### config.mk
export PLATFORM = sky130hd
export DESIGN_NAME = redundant_toggle_filter_core
export DESIGN_NICKNAME = d
export VERILOG_FILES = /design/src/design/rtf_pkg.sv /design/src/design/rtf_table.sv /design/src/design/rtf_ctrl.sv /design/src/design/redundant_toggle_filter_core.sv
export SDC_FILE = /design/constraint.sdc
export NUM_CORES = 1
export LEC_CHECK = 0
export ABC_AREA = 1
export BUFFER_PORTS_ARGS = -buffer_cell sky130_fd_sc_hd__buf_2
export CORE_ASPECT_RATIO = 1.25
export CORE_UTILIZATION = 63
export CTS_BUF_LIST = sky130_fd_sc_hd__clkbuf_8 sky130_fd_sc_hd__clkbuf_16
export DETAILED_ROUTE_END_ITERATION = 12
export PLACE_DENSITY = 0.77
export SYNTH_ARGS = -nofsm -noshare
export SYNTH_HDL_FRONTEND = slang
export SYNTH_SLANG_ARGS = --single-unit
### constraint.sdc
create_clock -name clock -period 2.8 [get_ports clock]
set_input_delay 0.28 -clock clock [delete_from_list [all_inputs] [get_ports clock]]
set_output_delay 0.28 -clock clock [all_outputs]
set_load 0.01 [all_outputs]
### src/design/rtf_pkg.sv
package rtf_pkg;

   localparam int TABLE_SIZE = 32;
   localparam int KEY_W = 16;
   localparam int HASH_ROT = 3;   // low key bits rotated to the top of the index

   localparam logic [1:0] KIND_ENABLE = 2'd0;
   localparam logic [1:0] KIND_DISABLE = 2'd1;
   localparam logic [1:0] KIND_FORCE_ENABLE = 2'd2;
   localparam logic [1:0] KIND_FORCE_DISABLE = 2'd3;

   typedef enum logic [1:0] {
      STATUS_OK   = 2'd0,
      STATUS_FULL = 2'd1,
      STATUS_ZERO = 2'd2
   } status_type;

   typedef enum logic [1:0] {
      STATE_CLEAR,
      STATE_IDLE,
      STATE_LOOK
   } state_type;

   typedef struct packed {
      logic [1:0]       kind;
      logic [KEY_W-1:0] cap;
   } req_type;

   typedef struct packed {
      logic       issue_call;
      logic       call_enable;
      status_type status;
   } rsp_type;

   typedef struct packed {
      logic [KEY_W-1:0] key;
      logic             value;
   } entry_type;

   typedef struct packed {
      logic      rd_en;
      logic      wr_en;
      entry_type wr_data;
   } mem_cmd_type;

endpackage

### src/design/rtf_table.sv
module rtf_table #(
   parameter int TABLE_SIZE = rtf_pkg::TABLE_SIZE,
   parameter int ADDR_W = $clog2(TABLE_SIZE)
) (
   input  logic                 clock,
   input  rtf_pkg::mem_cmd_type cmd,
   input  logic [ADDR_W-1:0]    rd_addr,
   input  logic [ADDR_W-1:0]    wr_addr,
   output rtf_pkg::entry_type   rd_data
);

   rtf_pkg::entry_type mem [TABLE_SIZE];
   rtf_pkg::entry_type rd_data_ff;

   always_ff @(posedge clock) begin
      if (cmd.wr_en) begin
         mem[wr_addr] <= cmd.wr_data;
      end
   end

   always_ff @(posedge clock) begin
      if (cmd.rd_en) begin
         rd_data_ff <= mem[rd_addr];
      end
   end

   assign rd_data = rd_data_ff;

endmodule

### src/design/rtf_ctrl.sv
module rtf_ctrl #(
   parameter int TABLE_SIZE = rtf_pkg::TABLE_SIZE,
   parameter int ADDR_W = $clog2(TABLE_SIZE)
) (
   input  logic                 clock,
   input  logic                 reset,
   input  logic                 start,
   output logic                 busy,
   input  rtf_pkg::req_type     req_item,
   output logic                 strobe,
   output rtf_pkg::rsp_type     rsp_item,
   output rtf_pkg::mem_cmd_type cmd,
   output logic [ADDR_W-1:0]    rd_addr,
   output logic [ADDR_W-1:0]    wr_addr,
   input  rtf_pkg::entry_type   rd_data
);

   localparam logic [ADDR_W-1:0] LAST = ADDR_W'(TABLE_SIZE - 1);

   rtf_pkg::state_type state_ff, state_in;
   logic [ADDR_W-1:0]  idx_ff, idx_in;
   logic [ADDR_W-1:0]  count_ff, count_in;
   rtf_pkg::req_type   item_ff, item_in;
   rtf_pkg::rsp_type   rsp_ff, rsp_in;
   logic               strobe_ff, strobe_in;

   logic [ADDR_W-1:0] home;
   logic              want, forced;
   logic              hit, empty, full;

   // rotate: low three index bits of the key move to the top
   assign home = {req_item.cap[rtf_pkg::HASH_ROT-1:0],
                  req_item.cap[ADDR_W-1:rtf_pkg::HASH_ROT]};

   always_comb begin
      unique case (item_ff.kind)
         rtf_pkg::KIND_ENABLE:        begin want = 1'b1; forced = 1'b0; end
         rtf_pkg::KIND_DISABLE:       begin want = 1'b0; forced = 1'b0; end
         rtf_pkg::KIND_FORCE_ENABLE:  begin want = 1'b1; forced = 1'b1; end
         rtf_pkg::KIND_FORCE_DISABLE: begin want = 1'b0; forced = 1'b1; end
         default:                     begin want = 1'b0; forced = 1'b0; end
      endcase
   end

   assign hit   = (rd_data.key == item_ff.cap);
   assign empty = (rd_data.key == '0);
   assign full  = (count_ff == LAST);

   // next state
   always_comb begin
      state_in = state_ff;
      unique case (state_ff)
         rtf_pkg::STATE_CLEAR: if (idx_ff == LAST) state_in = rtf_pkg::STATE_IDLE;
         rtf_pkg::STATE_IDLE: begin
            if (start && req_item.cap != '0) state_in = rtf_pkg::STATE_LOOK;
         end
         rtf_pkg::STATE_LOOK: if (hit || empty) state_in = rtf_pkg::STATE_IDLE;
         default: state_in = rtf_pkg::STATE_CLEAR;
      endcase
   end

   // outputs and datapath
   always_comb begin
      busy = 1'b1;
      cmd = '0;
      rd_addr = idx_ff;
      wr_addr = idx_ff;
      idx_in = idx_ff;
      count_in = count_ff;
      item_in = item_ff;
      rsp_in = rsp_ff;
      strobe_in = 1'b0;
      unique case (state_ff)
         rtf_pkg::STATE_CLEAR: begin
            cmd.wr_en = 1'b1;
            idx_in = idx_ff + 1'b1;
         end
         rtf_pkg::STATE_IDLE: begin
            busy = 1'b0;
            if (start) begin
               item_in = req_item;
               if (req_item.cap == '0) begin
                  strobe_in = 1'b1;
                  rsp_in.issue_call = 1'b0;
                  rsp_in.call_enable = 1'b0;
                  rsp_in.status = rtf_pkg::STATUS_ZERO;
               end else begin
                  cmd.rd_en = 1'b1;
                  rd_addr = home;
                  idx_in = home;
               end
            end
         end
         rtf_pkg::STATE_LOOK: begin
            if (hit) begin
               cmd.wr_en = 1'b1;
               cmd.wr_data.key = item_ff.cap;
               cmd.wr_data.value = want;
               strobe_in = 1'b1;
               rsp_in.issue_call = forced || (rd_data.value != want);
               rsp_in.call_enable = (forced || (rd_data.value != want)) && want;
               rsp_in.status = rtf_pkg::STATUS_OK;
            end else if (empty) begin
               strobe_in = 1'b1;
               rsp_in.issue_call = 1'b1;
               rsp_in.call_enable = want;
               if (full) begin
                  rsp_in.status = rtf_pkg::STATUS_FULL;
               end else begin
                  cmd.wr_en = 1'b1;
                  cmd.wr_data.key = item_ff.cap;
                  cmd.wr_data.value = want;
                  count_in = count_ff + 1'b1;
                  rsp_in.status = rtf_pkg::STATUS_OK;
               end
            end else begin
               // occupied by another key: step to the next slot, wrapping
               cmd.rd_en = 1'b1;
               rd_addr = idx_ff + 1'b1;
               idx_in = idx_ff + 1'b1;
            end
         end
         default: ;
      endcase
   end

   always_ff @(posedge clock) begin
      if (reset) begin
         state_ff <= rtf_pkg::STATE_CLEAR;
         idx_ff <= '0;
         count_ff <= '0;
         strobe_ff <= 1'b0;
      end else begin
         state_ff <= state_in;
         idx_ff <= idx_in;
         count_ff <= count_in;
         strobe_ff <= strobe_in;
      end
   end

   always_ff @(posedge clock) begin
      item_ff <= item_in;
      rsp_ff <= rsp_in;
   end

   assign strobe = strobe_ff;
   assign rsp_item = rsp_ff;

endmodule

### src/design/redundant_toggle_filter_core.sv
// channel   ports                          handshake
// request   start, busy, req_item          accepted when start && !busy
// response  strobe, rsp_item               valid for one cycle while strobe is high
//
// An item with a nonzero key is answered after a read of its home slot and one more read
// for each occupied slot stepped over on the probe path; the single-port-read table serves
// one read per cycle. A zero key is answered in the cycle after it is accepted.
// After reset a clearing pass writes every slot, with busy high.
// The response cannot be stalled; busy drops again in the cycle the strobe is shown.
module redundant_toggle_filter_core #(
   parameter int TABLE_SIZE = rtf_pkg::TABLE_SIZE
) (
   input  logic             clock,
   input  logic             reset,
   input  logic             start,
   output logic             busy,
   input  rtf_pkg::req_type req_item,
   output logic             strobe,
   output rtf_pkg::rsp_type rsp_item
);

   localparam int ADDR_W = $clog2(TABLE_SIZE);

   rtf_pkg::mem_cmd_type cmd;
   logic [ADDR_W-1:0]    rd_addr, wr_addr;
   rtf_pkg::entry_type   rd_data;

   rtf_ctrl #(
      .TABLE_SIZE(TABLE_SIZE),
      .ADDR_W(ADDR_W)
   ) u_ctrl (
      .clock(clock),
      .reset(reset),
      .start(start),
      .busy(busy),
      .req_item(req_item),
      .strobe(strobe),
      .rsp_item(rsp_item),
      .cmd(cmd),
      .rd_addr(rd_addr),
      .wr_addr(wr_addr),
      .rd_data(rd_data)
   );

   rtf_table #(
      .TABLE_SIZE(TABLE_SIZE),
      .ADDR_W(ADDR_W)
   ) u_table (
      .clock(clock),
      .cmd(cmd),
      .rd_addr(rd_addr),
      .wr_addr(wr_addr),
      .rd_data(rd_data)
   );

endmodule

==> flow_summary_export.csv <==
group,metric,value,unit
sta,setup_viol,17,
detailed_routing,detail_route.wirelength,81.7,mm
global_route,grt_pass1_wl,115,mm
sta,maxSlewHeadroom,0.624,
floorplanning,die_x,186,um
sta,finClkSkew,0.0190,ns
floorplanning,die_area,43000,um^2
yosys,ys_warn_count,0,
clocking,clock_sinks,596,
worst_hold_path,hp-class,"input port to flop",
detailed_routing,drtIter0Drc,3540,
yosys,seq_area_frac_synth,0.669,
floorplanning,row_count,83,
detailed_routing,firstDrtPassIters,12,
yosys,syn_nets,2585,
clocking,cts_buffers,56,
clocking,clock_latency,0.64,ns
clocking,root_buffer,"clkbuf_16",
worst_setup_path,worstPathMaxFanout,16,
clocking,clk_path_buf_depth,3,
global_route,antenna_found_initial,0,
worst_setup_path,critPathArrivalTime,3.35,ns
clocking,cts_tree,"built",
detailed_routing,vias_per_cell,6.26,
yosys,ys_top_cells_by_area,"edfxtp_1 (66%), nand3_1 (11%), nand2_1 (9.4%)",
worst_setup_path,required,3.18,ns
sta,period_share,1.06,
outcome,violations,"DRC, setup timing",
sta,worst_hold_slack,0.283,ns
finish,stdcell_area,32400,um^2
sta,min_period,2.97,ns
detailed_routing,vias,21000,
global_route,gr-total-overflow,0,
outcome,status,"complete, but fails checks",
sta,rsz0062_at_grt,"yes",
yosys,synth_top_cell_by_area,"edfxtp_1",
detailed_routing,ant_nets,0,
sta,fmax,0.337,GHz
detailed_routing,remaining_drc_errors,1,
floorplanning,core-area,41300,um^2
finish,drive_gt1_frac,0.186,
global_route,grt_start_max_net_pins,70,
yosys,yosysUniqueCellTypes,34,
sta,maxSlewViolCount,0,
finish,fillCellCount,2307,
yosys,yosys_register_bits,596,
global_route,grt_pass1_vias,19800,
power,p_leak,13.5,nW
power,total_power,25.4,mW
worst_setup_path,crit_type,"flop to flop",
finish,seqCellArea,17800,um^2
yosys,avgSynthCellArea,10.4,um^2
detailed_routing,wl_per_cell,24.4,um
floorplanning,io_pins,27,
yosys,netlist_instances,2552,
worst_setup_path,cp-start-kind,"flop",
sta,worst_slack,-0.170,ns
finish,multi_input_area,7590,um^2
finish,area_growth,22.1,%
floorplanning,dieHeight,232,um
clocking,ctsHtreeMaxLevel,2,
global_route,grt_use_total,0.366,
power,ir_drop,0.547,mV
placed_design,gp_congestion,0.924,
job,drv_cap,0,
yosys,synth_top_area_share,0.659,
finish,antennaDiodeCount,0,
finish,nets,2784,
placed_design,port_buffers,26,
sta,worst_pin_slew,0.562,ns
floorplanning,start_util,0.643,
worst_setup_path,endpoint_kind,"flop",
yosys,netlist_area,26600,um^2
placed_design,placed_area,28900,um^2
sta,hold_violations,0,
placed_design,dp_hpwl,45.9,mm
power,power_density,785,nW/um^2
clocking,clkTransAtPathRegs,0.06,ns
[final timing paths]
kind	startpoint	end	slack [ns]	depth (start not counted)
worst max-delay path	u_ctrl.item_ff[12]$_DFFE_PP_	u_table.rd_data[1]$_DFFE_PP_	-0.17	19
worst min-delay path	start	u_ctrl.state_ff[1]$_SDFFE_PP0P_	0.28	6
worst max register to register	u_ctrl.item_ff[12]$_DFFE_PP_	u_table.rd_data[1]$_DFFE_PP_	-0.17	19
worst min register to register	u_ctrl.count_ff[4]$_SDFFE_PP0P_	u_ctrl.count_ff[4]$_SDFFE_PP0P_	0.45	2
[layer usage]
| metal | global-route usage | wire, um | vias up |
|---|---|---|---|
| li1 | - | - | 8988 |
| met1 | 0.475 | 27400 | 9850 |
| met2 | 0.559 | 37500 | 1733 |
| met3 | 0.0867 | 11300 | 404 |
| met4 | 0.222 | 5470 | 2 |
| met5 | 0 | 35 | - |
[synth_stat cells (all sizes together)]
library cell and number:
dfxtp 13, nor3b 2, nor2b 1, nor2 84, a211oi 1, a221oi 2
o21ai 14, nand3 603, clkbuf 50, a31oi 4, or2 2, nand3b 68
nor3 3, buf 97, clkinv 2, edfxtp 583, a21oi 9, nand4 1
ha 12, inv 330, xor2 4, nand2 666, and3 1
[repair_timing]
| action | in CTS | in global routing |
|---|---|---|
| buffers inserted | 12 | 18 |
| hold buffers | 19 | 0 |
| pin swaps | 5 | 22 |
| hold endpoints to repair | 25 | 0 |
| endpoints found under the setup margin | 17 | 585 |
| resized for setup | 77 | 161 |
| gates cloned | 8 | 16 |
[cells in the final DEF, fill, tap and decap left out, types with 3 or more instances in the layout]
| master | netlist | routed |
|---|---|---|
| buf_16 | 0 | 6 |
| nand3_1 | 602 | 532 |
| inv_2 | 5 | 5 |
| nor3_1 | 3 | 3 |
| nand3_4 | 0 | 9 |
| buf_6 | 7 | 34 |
| edfxtp_1 | 583 | 583 |
| bufinv_16 | 0 | 3 |
| bufbuf_16 | 0 | 3 |
| ha_1 | 12 | 12 |
| clkinv_1 | 2 | 18 |
| buf_2 | 69 | 26 |
| nand2_4 | 1 | 10 |
| nand2_1 | 664 | 621 |
| clkbuf_16 | 0 | 67 |
| nand3_2 | 1 | 62 |
| buf_12 | 0 | 58 |
| buf_8 | 0 | 4 |
| dlygate4sd3_1 | 0 | 19 |
| clkinv_2 | 0 | 7 |
| nor2_2 | 1 | 37 |
| a21oi_1 | 9 | 9 |
| nand3b_1 | 68 | 68 |
| a31oi_1 | 4 | 4 |
| o21ai_0 | 9 | 9 |
| nor2_1 | 81 | 31 |
| buf_4 | 16 | 128 |
| xor2_1 | 4 | 4 |
| dfxtp_1 | 13 | 13 |
| nor2_4 | 2 | 16 |
| nand2_2 | 1 | 33 |
| o21ai_2 | 2 | 3 |
| inv_1 | 325 | 341 |
[logic make-up (layout without fill, tap and decap cells)]
logic type                 Yosys count  in the layout  share of synthesized area
and+or+nand+nor                   1431           1431                      0.242
DFF                                596            596                      0.669
buffers and inverters              479            724                     0.0752
AOI/OAI and AO/OA                   30             30                    0.00650
xor gates and xnor gates             4              4                    0.00132
adders and majority gates           12             12                    0.00565
[report_power, final]
part	total, mW	internal [mW]	leakage, nW	switching, mW
combinational	8.14	3.01	7.14	5.12
sequential	10.0	9.97	5.40	0.0765
clock	7.27	4.00	0.917	3.27
total	25.4	17.0	13.5	8.47
[through the flow]
| step | setup slack (ns) | cells | TNS (ns) | util |
|---|---|---|---|---|
| floorplan | 0.248 | 2552 | 0 | - |
| global placement | -0.192 | 3174 | -1.64 | 0.698 |
| detailed placement | -0.213 | 3174 | -2.18 | 0.698 |
| CTS | -0.0853 | 3317 | -0.674 | 0.761 |
| global route | -0.249 | 3349 | -3.79 | 0.784 |
| finish | -0.170 | 3349 | -2.22 | 0.784 |
[area by class of cell]
| class | count | share of cell area |
|---|---|---|
| Clock buffer | 58 | 0.0448 |
| Inverter | 332 | 0.0389 |
| Timing Repair Buffer | 288 | 0.104 |
| Clock inverter | 46 | 0.00857 |
| Tap cell | 552 | 0.0213 |
| Multi-Input combinational cell | 1477 | 0.234 |
| Sequential cell | 596 | 0.548 |
[registers in the layout, summed over array words and instances, names as in the netlist]
| signal | flops |
|---|---|
| u_ctrl.count_ff | 5 |
| u_ctrl.item_ff | 18 |
| u_ctrl.rsp_item | 4 |
| u_ctrl.state_ff | 2 |
| u_ctrl.strobe | 1 |
| u_ctrl.wr_addr | 5 |
| u_table.mem | 544 |
| u_table.rd_data | 17 |
[critical path, stage by stage, from the launching register on]
cell and delay (ns):
edfxtp_1 0.42, inv_1 0.12, nand2_1 0.08, nand2_1 0.05, nor2_1 0.12, nand2_1 0.12
nor2_4 0.20, nand2_4 0.10, nand2_4 0.07, nand3_4 0.07, nand3_4 0.14, buf_6 0.21
bufbuf_16 0.33, nand3b_1 0.10, nand3_1 0.09, nand3_1 0.15, nand3_1 0.14, nand2_1 0.07
nand2_1 0.07, nand2_1 0.05
Power figures use the tool's default switching activity.
